==> src/sv/ubds_pkg.sv <==
// Package for the UART baud divisor search core.
// Holds register indexes, field widths and reset values; no dependencies.
package ubds_pkg;

  localparam int ClkW    = 28;
  localparam int TolW    = 14;
  localparam int BaudW   = 24;
  localparam int WordW   = 16;
  localparam int CfgIdxW = 1;
  localparam int NumW    = 48;
  localparam int MulAW   = 28;
  localparam int MulBW   = 24;
  localparam int ProdW   = MulAW + MulBW;
  localparam int CntW    = 6;

  localparam logic [ClkW-1:0] ClockHzReset   = ClkW'(8000000);
  localparam logic [TolW-1:0] ToleranceReset = TolW'(250);
  localparam logic [MulBW-1:0] BpScale       = MulBW'(10000);
  localparam logic [MulBW-1:0] RoundScale    = MulBW'(10);

  typedef enum logic [CfgIdxW-1:0] {
    REG_CLOCK_HZ  = 1'b0,
    REG_TOLERANCE = 1'b1
  } reg_index_t;

  localparam logic STATUS_OK  = 1'b0;
  localparam logic STATUS_ERR = 1'b1;

endpackage

==> src/sv/ubds_in_if.sv <==
// Input channel of the baud divisor search: valid/ready plus requested rate.
// Depends on ubds_pkg for the field width.
interface ubds_in_if;
  logic                         valid;
  logic                         ready;
  logic [ubds_pkg::BaudW-1:0]   bit_rate;

  modport source (output valid, output bit_rate, input ready);
  modport sink   (input valid, input bit_rate, output ready);
endinterface

==> src/sv/ubds_out_if.sv <==
// Output channel of the baud divisor search: valid/ready plus the setting.
// Depends on ubds_pkg for the field widths.
interface ubds_out_if;
  logic                         valid;
  logic                         ready;
  logic                         status;
  logic [1:0]                   prescaler_sel;
  logic [ubds_pkg::WordW-1:0]   divisor_word;
  logic                         fraction_enable;

  modport source (output valid, output status, output prescaler_sel,
                  output divisor_word, output fraction_enable, input ready);
  modport sink   (input valid, input status, input prescaler_sel,
                  input divisor_word, input fraction_enable, output ready);
endinterface

==> src/sv/uart_baud_divisor_search_core.sv <==
// UART baud divisor search core: top level.
// Depends on ubds_pkg, ubds_in_if and ubds_out_if.
//
// One word in, one word out. For a requested baud rate the core tries the
// prescalers 1, 4, 16 and 64 in order against clock_hz with 8x oversampling
// and returns the first one whose rate error is within tolerance_bp
// (1/10000 units), with the divisor word and fraction enable; status is 1
// for a zero rate or when nothing fits. All divisions run on one shared
// 48-step restoring divider and all products on one shared multiplier. The
// input is not ready while a word is in work or its result waits.
module uart_baud_divisor_search_core (
  input  logic                            clk,
  input  logic                            rst,
  input  logic                            cfg_we,
  input  logic [ubds_pkg::CfgIdxW-1:0]    cfg_index,
  input  logic [ubds_pkg::ClkW-1:0]       cfg_wdata,
  ubds_in_if.sink                         baud_in,
  ubds_out_if.source                      result_out
);

  typedef enum logic [4:0] {
    S_IDLE, S_START, S_INT, S_FMUL, S_FRAC, S_AMULF, S_ACTF, S_RMUL,
    S_R1, S_R2, S_ACTR, S_TOL, S_EMUL, S_ECMP, S_NEXT, S_DIV, S_OUT
  } state_t;

  state_t                        state, ret;
  logic [ubds_pkg::ClkW-1:0]     clock_hz;
  logic [ubds_pkg::TolW-1:0]     tolerance_bp;
  logic [ubds_pkg::BaudW-1:0]    baud;
  logic [1:0]                    sel;
  logic [8:0]                    d1;
  logic [7:0]                    dint;
  logic [6:0]                    frac;
  logic                          fmode;
  logic [ubds_pkg::ClkW-1:0]     actual;
  logic [ubds_pkg::MulAW-1:0]    mul_a;
  logic [ubds_pkg::MulBW-1:0]    mul_b;
  logic [ubds_pkg::ProdW-1:0]    prod;
  logic [ubds_pkg::NumW-1:0]     num;
  logic [ubds_pkg::ClkW-1:0]     den;
  logic [ubds_pkg::ClkW-1:0]     rem;
  logic [ubds_pkg::CntW-1:0]     cnt;
  logic [ubds_pkg::ClkW-1:0]     clk_s;
  logic [ubds_pkg::ClkW-1:0]     denom;
  logic [ubds_pkg::ClkW:0]       rem_sh;
  logic [ubds_pkg::ClkW:0]       rem_sub;
  logic [ubds_pkg::ClkW:0]       diff;
  logic [ubds_pkg::ClkW-1:0]     mag;
  logic [8:0]                    r1;

  // Shared datapath pieces
  assign clk_s   = clock_hz >> {sel, 1'b0};
  assign denom   = {1'b0, baud, 3'b000};
  assign prod    = mul_a * mul_b;
  assign rem_sh  = {rem, num[ubds_pkg::NumW-1]};
  assign rem_sub = rem_sh - {1'b0, den};
  assign diff    = {1'b0, actual} - {5'd0, baud};
  assign mag     = diff[ubds_pkg::ClkW] ? ubds_pkg::ClkW'(-diff) : diff[ubds_pkg::ClkW-1:0];
  assign r1      = num[8:0] - 9'd1;

  assign baud_in.ready    = (state == S_IDLE);
  assign result_out.valid = (state == S_OUT);

  // Configuration registers
  always_ff @(posedge clk) begin
    if (rst) begin
      clock_hz     <= ubds_pkg::ClockHzReset;
      tolerance_bp <= ubds_pkg::ToleranceReset;
    end else if (cfg_we) begin
      unique case (ubds_pkg::reg_index_t'(cfg_index))
        ubds_pkg::REG_CLOCK_HZ:  clock_hz     <= cfg_wdata;
        ubds_pkg::REG_TOLERANCE: tolerance_bp <= cfg_wdata[ubds_pkg::TolW-1:0];
        default: ;
      endcase
    end
  end

  // Sequencer and shared divider
  always_ff @(posedge clk) begin
    if (rst) begin
      state <= S_IDLE;
      ret   <= S_IDLE;
    end else begin
      unique case (state)
        S_IDLE: begin
          if (baud_in.valid) begin
            baud <= baud_in.bit_rate;
            sel  <= 2'd0;
            result_out.status          <= ubds_pkg::STATUS_ERR;
            result_out.prescaler_sel   <= 2'd0;
            result_out.divisor_word    <= '0;
            result_out.fraction_enable <= 1'b0;
            state <= (baud_in.bit_rate == '0) ? S_OUT : S_START;
          end
        end
        S_START: begin
          num <= ubds_pkg::NumW'(clk_s);
          den <= denom;
          ret <= S_INT;
          cnt <= '0;
          rem <= '0;
          state <= S_DIV;
        end
        S_INT: begin
          // drop a zero or oversized integer divisor
          if (num == '0 || num > ubds_pkg::NumW'(256)) begin
            state <= S_NEXT;
          end else begin
            d1    <= num[8:0];
            dint  <= r1[7:0];
            mul_a <= ubds_pkg::MulAW'(num[8:0]);
            mul_b <= baud;
            state <= S_FMUL;
          end
        end
        S_FMUL: begin
          num <= ubds_pkg::NumW'({prod, 11'd0}) + ubds_pkg::NumW'(clk_s >> 1);
          den <= clk_s;
          ret <= S_FRAC;
          cnt <= '0;
          rem <= '0;
          state <= S_DIV;
        end
        S_FRAC: begin
          mul_a <= clk_s;
          if (num >= ubds_pkg::NumW'(128) && num <= ubds_pkg::NumW'(255)) begin
            frac  <= num[6:0];
            mul_b <= ubds_pkg::MulBW'(num[7:0]);
            state <= S_AMULF;
          end else begin
            mul_b <= ubds_pkg::RoundScale;
            state <= S_RMUL;
          end
        end
        S_AMULF: begin
          num   <= prod[ubds_pkg::NumW-1:0];
          den   <= ubds_pkg::ClkW'({d1, 11'd0});
          fmode <= 1'b1;
          ret   <= S_ACTF;
          cnt   <= '0;
          rem   <= '0;
          state <= S_DIV;
        end
        S_ACTF: begin
          actual <= num[ubds_pkg::ClkW-1:0];
          state  <= S_TOL;
        end
        S_RMUL: begin
          num <= prod[ubds_pkg::NumW-1:0];
          den <= denom;
          ret <= S_R1;
          cnt <= '0;
          rem <= '0;
          state <= S_DIV;
        end
        S_R1: begin
          num <= num + ubds_pkg::NumW'(5);
          den <= ubds_pkg::ClkW'(ubds_pkg::RoundScale);
          ret <= S_R2;
          cnt <= '0;
          rem <= '0;
          state <= S_DIV;
        end
        S_R2: begin
          if (num == '0 || num > ubds_pkg::NumW'(256)) begin
            state <= S_NEXT;
          end else begin
            dint  <= r1[7:0];
            frac  <= '0;
            fmode <= 1'b0;
            num   <= ubds_pkg::NumW'(clk_s);
            den   <= ubds_pkg::ClkW'({num[8:0], 3'b000});
            ret   <= S_ACTR;
            cnt   <= '0;
            rem   <= '0;
            state <= S_DIV;
          end
        end
        S_ACTR: begin
          actual <= num[ubds_pkg::ClkW-1:0];
          state  <= S_TOL;
        end
        S_TOL: begin
          mul_a <= mag;
          mul_b <= ubds_pkg::BpScale;
          state <= S_EMUL;
        end
        S_EMUL: begin
          num <= prod[ubds_pkg::NumW-1:0];
          den <= ubds_pkg::ClkW'(baud);
          ret <= S_ECMP;
          cnt <= '0;
          rem <= '0;
          state <= S_DIV;
        end
        S_ECMP: begin
          // error magnitude truncates toward zero, same as the signed quotient
          if (num <= ubds_pkg::NumW'(tolerance_bp)) begin
            result_out.status          <= ubds_pkg::STATUS_OK;
            result_out.prescaler_sel   <= sel;
            result_out.divisor_word    <= {dint, 1'b0, frac};
            result_out.fraction_enable <= fmode;
            state <= S_OUT;
          end else begin
            state <= S_NEXT;
          end
        end
        S_NEXT: begin
          if (sel == 2'd3) begin
            state <= S_OUT;
          end else begin
            sel   <= sel + 2'd1;
            state <= S_START;
          end
        end
        S_DIV: begin
          // one restoring step per cycle, quotient shifts into num
          if (!rem_sub[ubds_pkg::ClkW]) begin
            rem <= rem_sub[ubds_pkg::ClkW-1:0];
            num <= {num[ubds_pkg::NumW-2:0], 1'b1};
          end else begin
            rem <= rem_sh[ubds_pkg::ClkW-1:0];
            num <= {num[ubds_pkg::NumW-2:0], 1'b0};
          end
          cnt <= cnt + 1'b1;
          if (cnt == ubds_pkg::CntW'(ubds_pkg::NumW - 1)) state <= ret;
        end
        S_OUT: begin
          if (result_out.ready) state <= S_IDLE;
        end
        default: state <= S_IDLE;
      endcase
    end
  end

endmodule

==> src/flat_wrapper.sv <==
// flat-port wrapper written by rule: the top's interface ports become plain ports
module uart_baud_divisor_search_core_flat 
  (clk, rst, cfg_we, cfg_index, cfg_wdata, baud_in_valid, baud_in_bit_rate, baud_in_ready, result_out_valid, result_out_status, result_out_prescaler_sel, result_out_divisor_word, result_out_fraction_enable, result_out_ready);
  ubds_in_if baud_in_i ();
  ubds_out_if result_out_i ();
  input  logic clk;
  input  logic rst;
  input  logic cfg_we;
  input  logic [ubds_pkg::CfgIdxW-1:0] cfg_index;
  input  logic [ubds_pkg::ClkW-1:0] cfg_wdata;
  input wire logic [$bits(baud_in_i.valid)-1:0] baud_in_valid;
  input wire logic [$bits(baud_in_i.bit_rate)-1:0] baud_in_bit_rate;
  output wire logic [$bits(baud_in_i.ready)-1:0] baud_in_ready;
  output wire logic [$bits(result_out_i.valid)-1:0] result_out_valid;
  output wire logic [$bits(result_out_i.status)-1:0] result_out_status;
  output wire logic [$bits(result_out_i.prescaler_sel)-1:0] result_out_prescaler_sel;
  output wire logic [$bits(result_out_i.divisor_word)-1:0] result_out_divisor_word;
  output wire logic [$bits(result_out_i.fraction_enable)-1:0] result_out_fraction_enable;
  input wire logic [$bits(result_out_i.ready)-1:0] result_out_ready;
  assign baud_in_i.valid = baud_in_valid;
  assign baud_in_i.bit_rate = baud_in_bit_rate;
  assign baud_in_ready = baud_in_i.ready;
  assign result_out_valid = result_out_i.valid;
  assign result_out_status = result_out_i.status;
  assign result_out_prescaler_sel = result_out_i.prescaler_sel;
  assign result_out_divisor_word = result_out_i.divisor_word;
  assign result_out_fraction_enable = result_out_i.fraction_enable;
  assign result_out_i.ready = result_out_ready;
  uart_baud_divisor_search_core u_core (.clk(clk), .rst(rst), .cfg_we(cfg_we), .cfg_index(cfg_index), .cfg_wdata(cfg_wdata), .baud_in(baud_in_i), .result_out(result_out_i));
endmodule
==> config.mk <==
export PLATFORM = sky130hd
export DESIGN_NAME = uart_baud_divisor_search_core_flat
export DESIGN_NICKNAME = d
export VERILOG_FILES = /design/src/sv/ubds_pkg.sv /design/src/sv/ubds_in_if.sv /design/src/sv/ubds_out_if.sv /design/src/sv/uart_baud_divisor_search_core.sv /design/src/flat_wrapper.sv
export SDC_FILE = /design/constraint.sdc
export NUM_CORES = 2
export LEC_CHECK = 0
export ABC_AREA = 0
export BUFFER_PORTS_ARGS = -buffer_cell sky130_fd_sc_hd__buf_2
export CORE_ASPECT_RATIO = 1.2
export CORE_MARGIN = 2
export CORE_UTILIZATION = 45
export CTS_BUF_LIST = sky130_fd_sc_hd__clkbuf_8
export DETAILED_ROUTE_END_ITERATION = 12
export PLACE_DENSITY = 0.57
export RECOVER_POWER = 50
export SLEW_MARGIN = 40
export SYNTH_ARGS = -nofsm -noshare
export SYNTH_HDL_FRONTEND = slang
export SYNTH_SLANG_ARGS = --single-unit
==> constraint.sdc <==
create_clock -name clk -period 14 [get_ports clk]
set_input_delay 0 -clock clk [delete_from_list [all_inputs] [get_ports clk]]
set_output_delay 0 -clock clk [all_outputs]
set_load 0.02 [all_outputs]
==> reports/metrics.csv <==
stage,metric,value,unit
layout,post-route insts no fill,5774,
critical_path,crit path DAT,8880,ps
layout,"commonest non-fill, non-tap cell in the layout",inv_1,
clock_tree,postcts setup bufs,0,
critical_path,CP Data Required Time,14350,ps
clock_tree,CTS resizes,0,
clock_tree,CTS Root Cell,clkbuf_8,
logic_synthesis,Post-Syn Area,40840,sq um
logic_synthesis,Yosys warnings,0,
clock_tree,maximum clock path buffer count,3,
hold_path,Hold Path Class,in2reg,
critical_path,critical-path maximum fanout,15,
sta,final worst-path cycle share,60.93,%
floorplanning,core area,90380,sq um
grt,largest net degree at the start of global routing,53,
layout,FILL cells,8665,
grt,first-pass GRT wire length,207.9,mm
placed_design,Final GP Congestion,0.9316,
floorplanning,Initial Util,45.18,%
logic_synthesis,post-synthesis sequential area ratio,21.62,%
sta,Fin. Hold Viols,0,
clock_tree,CTS Hold Bufs,69,
clock_tree,Clock Latency Late Sink,650,ps
placed_design,port bufs,78,
drt,Residual DRC,0,
logic_synthesis,Mapped Nets,5342,
layout,Final Cell Area,44610,sq um
sta,Setup Skew,35.46,ps
floorplanning,I/O pins,80,
critical_path,Crit-path slowest cell,edfxtp_1,
drt,total number of vias,32640,
grt,overflow left after global routing,0,
drt,met2 WL,66.70,mm
logic_synthesis,Synth cell types,94,
outcome,failing checks,"max-capacitance violations, max-slew violations",
grt,total global-route track usage,29.26,%
sta,# setup viols final,0,
logic_synthesis,Post-synth EDFFs,260,
floorplanning,total die area,93190,sq um
drt,Detail Route Antenna Nets,0,
clock_tree,CTS sink cnt,311,
drt,total wire length,132.8,mm
drt,1st-pass router iterations,8,
layout,share of layout cells above drive strength 1,5.993,%
logic_synthesis,synthesized area per cell,9.124,sq um
layout,Layout Utilization,49.35,%
placed_design,dpl cell area,42920,sq um
run,max cap viols,7,
critical_path,"CP delay by family, top",adder cells,
placed_design,HPWL after DPL,101.7,mm
sta,FMAX,0.1172,GHz
grt,initial antenna violation count,2,
clock_tree,total CTS buffers,51,
placed_design,Placed Cells incl. Taps,5608,
grt,vias in the first global route,34600,
layout,"commonest non-fill, non-tap cells in the layout","754 x inv_1, 618 x nand2_1, 568 x fa_1",
drt,Max Used Layer,met4,
sta,fin crit period,8529,ps
critical_path,Setup CP Type,reg2reg,
logic_synthesis,ys flop type,edfxtp_1,
drt,DR iter-0 viols,2605,
critical_path,Buf/Inv on CP,6,
sta,unrepaired setup endpoints after global routing,false,
layout,nets,5428,
sta,relative slew slack,-100.1,%
clock_tree,CTS tree,yes,
sta,worst-margin pin slew,3002,ps
sta,Max Transition Viols Final,267,
critical_path,CP most frequent cell,fa_1,
drt,DR WL/cell,23.00,microns
sta,setup_tns,0,ps
drt,met3 routed WL,7.090,mm
logic_synthesis,Mapped Cells,4476,
outcome,status,"finished, violations left",
logic_synthesis,"Async S/R FF share, synth",0,%
layout,Layout area overhead,9.222,%
logic_synthesis,post-synthesis register bit count,311,
critical_path,"slowest stage delay, CP",690,ps
clock_tree,clock-pin slew on the worst setup and hold paths,60,ps
floorplanning,die width,279.0,microns
drt,Avg Vias per Cell,5.653,
floorplanning,die height,334.0,microns
drt,routed length on met1,50.99,mm
critical_path,crit end category,register,
clock_tree,htree depth,2,
critical_path,crit start category,register,
floorplanning,Rows,121,
==> worst paths after layout <==
check / start / endpoint / slack (ps) / cells after the start
worst max-delay path: u_core.mul_b[5] / u_core.num[47] / 5470 / 26
worst min-delay path: baud_in_bit_rate[20] / u_core.baud[20] / 70 / 2
worst max register to register: u_core.mul_b[5] / u_core.num[47] / 5470 / 26
worst min register to register: u_core.tolerance_bp[13] / u_core.tolerance_bp[13] / 460 / 2
==> synth_stat cells (20+ instances only) <==
master    instances  area share, %
xor2_1           72            1.5
a21o_1           56            1.0
mux2i_1          44            1.1
xnor2_1         113            2.4
nand4_1          20           0.31
nand3b_1         23           0.42
o21ai_0         128            1.6
fa_1            568             28
inv_1           741            6.8
a21oi_1         181            2.2
nor3_1           51           0.62
dfxtp_1          51            2.5
o21a_1           31           0.57
edfxtp_1        260             19
a222oi_1         28           0.69
nand3_1          55           0.67
clkbuf_1        213            2.0
and3_1           24           0.37
a211oi_1         29           0.53
nor2_1          184            1.7
ha_1            240            7.4
and2_1          361            5.5
nand2_1         618            5.7
nor4_1           25           0.38
==> registers in the layout, summed over array words and instances, names as in the netlist <==
| name | count |
|---|---|
| u_core.num | 48 |
| u_core.actual | 28 |
| u_core.clock_hz | 28 |
| u_core.den | 28 |
| u_core.mul_a | 28 |
| u_core.rem | 28 |
| u_core.baud | 24 |
| u_core.mul_b | 24 |
| u_core.result_out.divisor_word | 15 |
| u_core.tolerance_bp | 14 |
| u_core.d1 | 9 |
| u_core.dint | 8 |
| u_core.frac | 7 |
| u_core.cnt | 6 |
| u_core.state | 5 |
| u_core.ret | 4 |
| u_core.result_out.prescaler_sel | 2 |
| u_core.sel | 2 |
| u_core.fmode | 1 |
| u_core.result_out.fraction_enable | 1 |
| u_core.result_out.status | 1 |
==> kinds of logic (layout without fill, tap and decap cells) <==
logic type / Yosys count / in the layout / share of synthesized area (%)
buffers and inverters: 967 / 1096 / 8.946
adder cells (fa/ha/maj): 808 / 808 / 35.20
XOR/XNOR: 186 / 186 / 4.007
other: 1 / 2 / 0.009182
AO/OA/AOI/OAI: 687 / 687 / 11.34
multiplexers: 57 / 57 / 1.443
AND/OR/NAND/NOR: 1459 / 1459 / 17.44
flip-flops: 311 / 311 / 21.62
==> stage by stage <==
stage | hold WS (ps) | setup WS [ps]
finish | 71.75 | 5471
global route | 82.24 | 4943
CTS | 31.54 | 5501
detailed placement | 196.9 | 5578
global placement | 196.8 | 5214
floorplan | 98.87 | 6234
==> layout make-up <==
class / instances / area (sq um) / area share (%)
well taps: 1168 / 1461 / 3.276
repair buffers: 258 / 1916 / 4.295
clock inverters: 44 / 389.1 / 0.8724
inverters: 742 / 2785 / 6.244
flip-flops and latches: 311 / 8828 / 19.79
diodes: 1 / 2.502 / 0.005610
clock buffers: 52 / 715.7 / 1.604
multi-input cells: 3198 / 28510 / 63.91
==> routing by layer <==
metal,track usage (%),vias to the layer above
li1,-,14690
met1,35.09,16480
met2,51.98,1138
met3,3.165,329
met4,14.72,0
met5,0,-
Power is left out: the tool's default activity adds up to more than one toggle a clock period on the data nets, which glitch-free logic cannot reach.
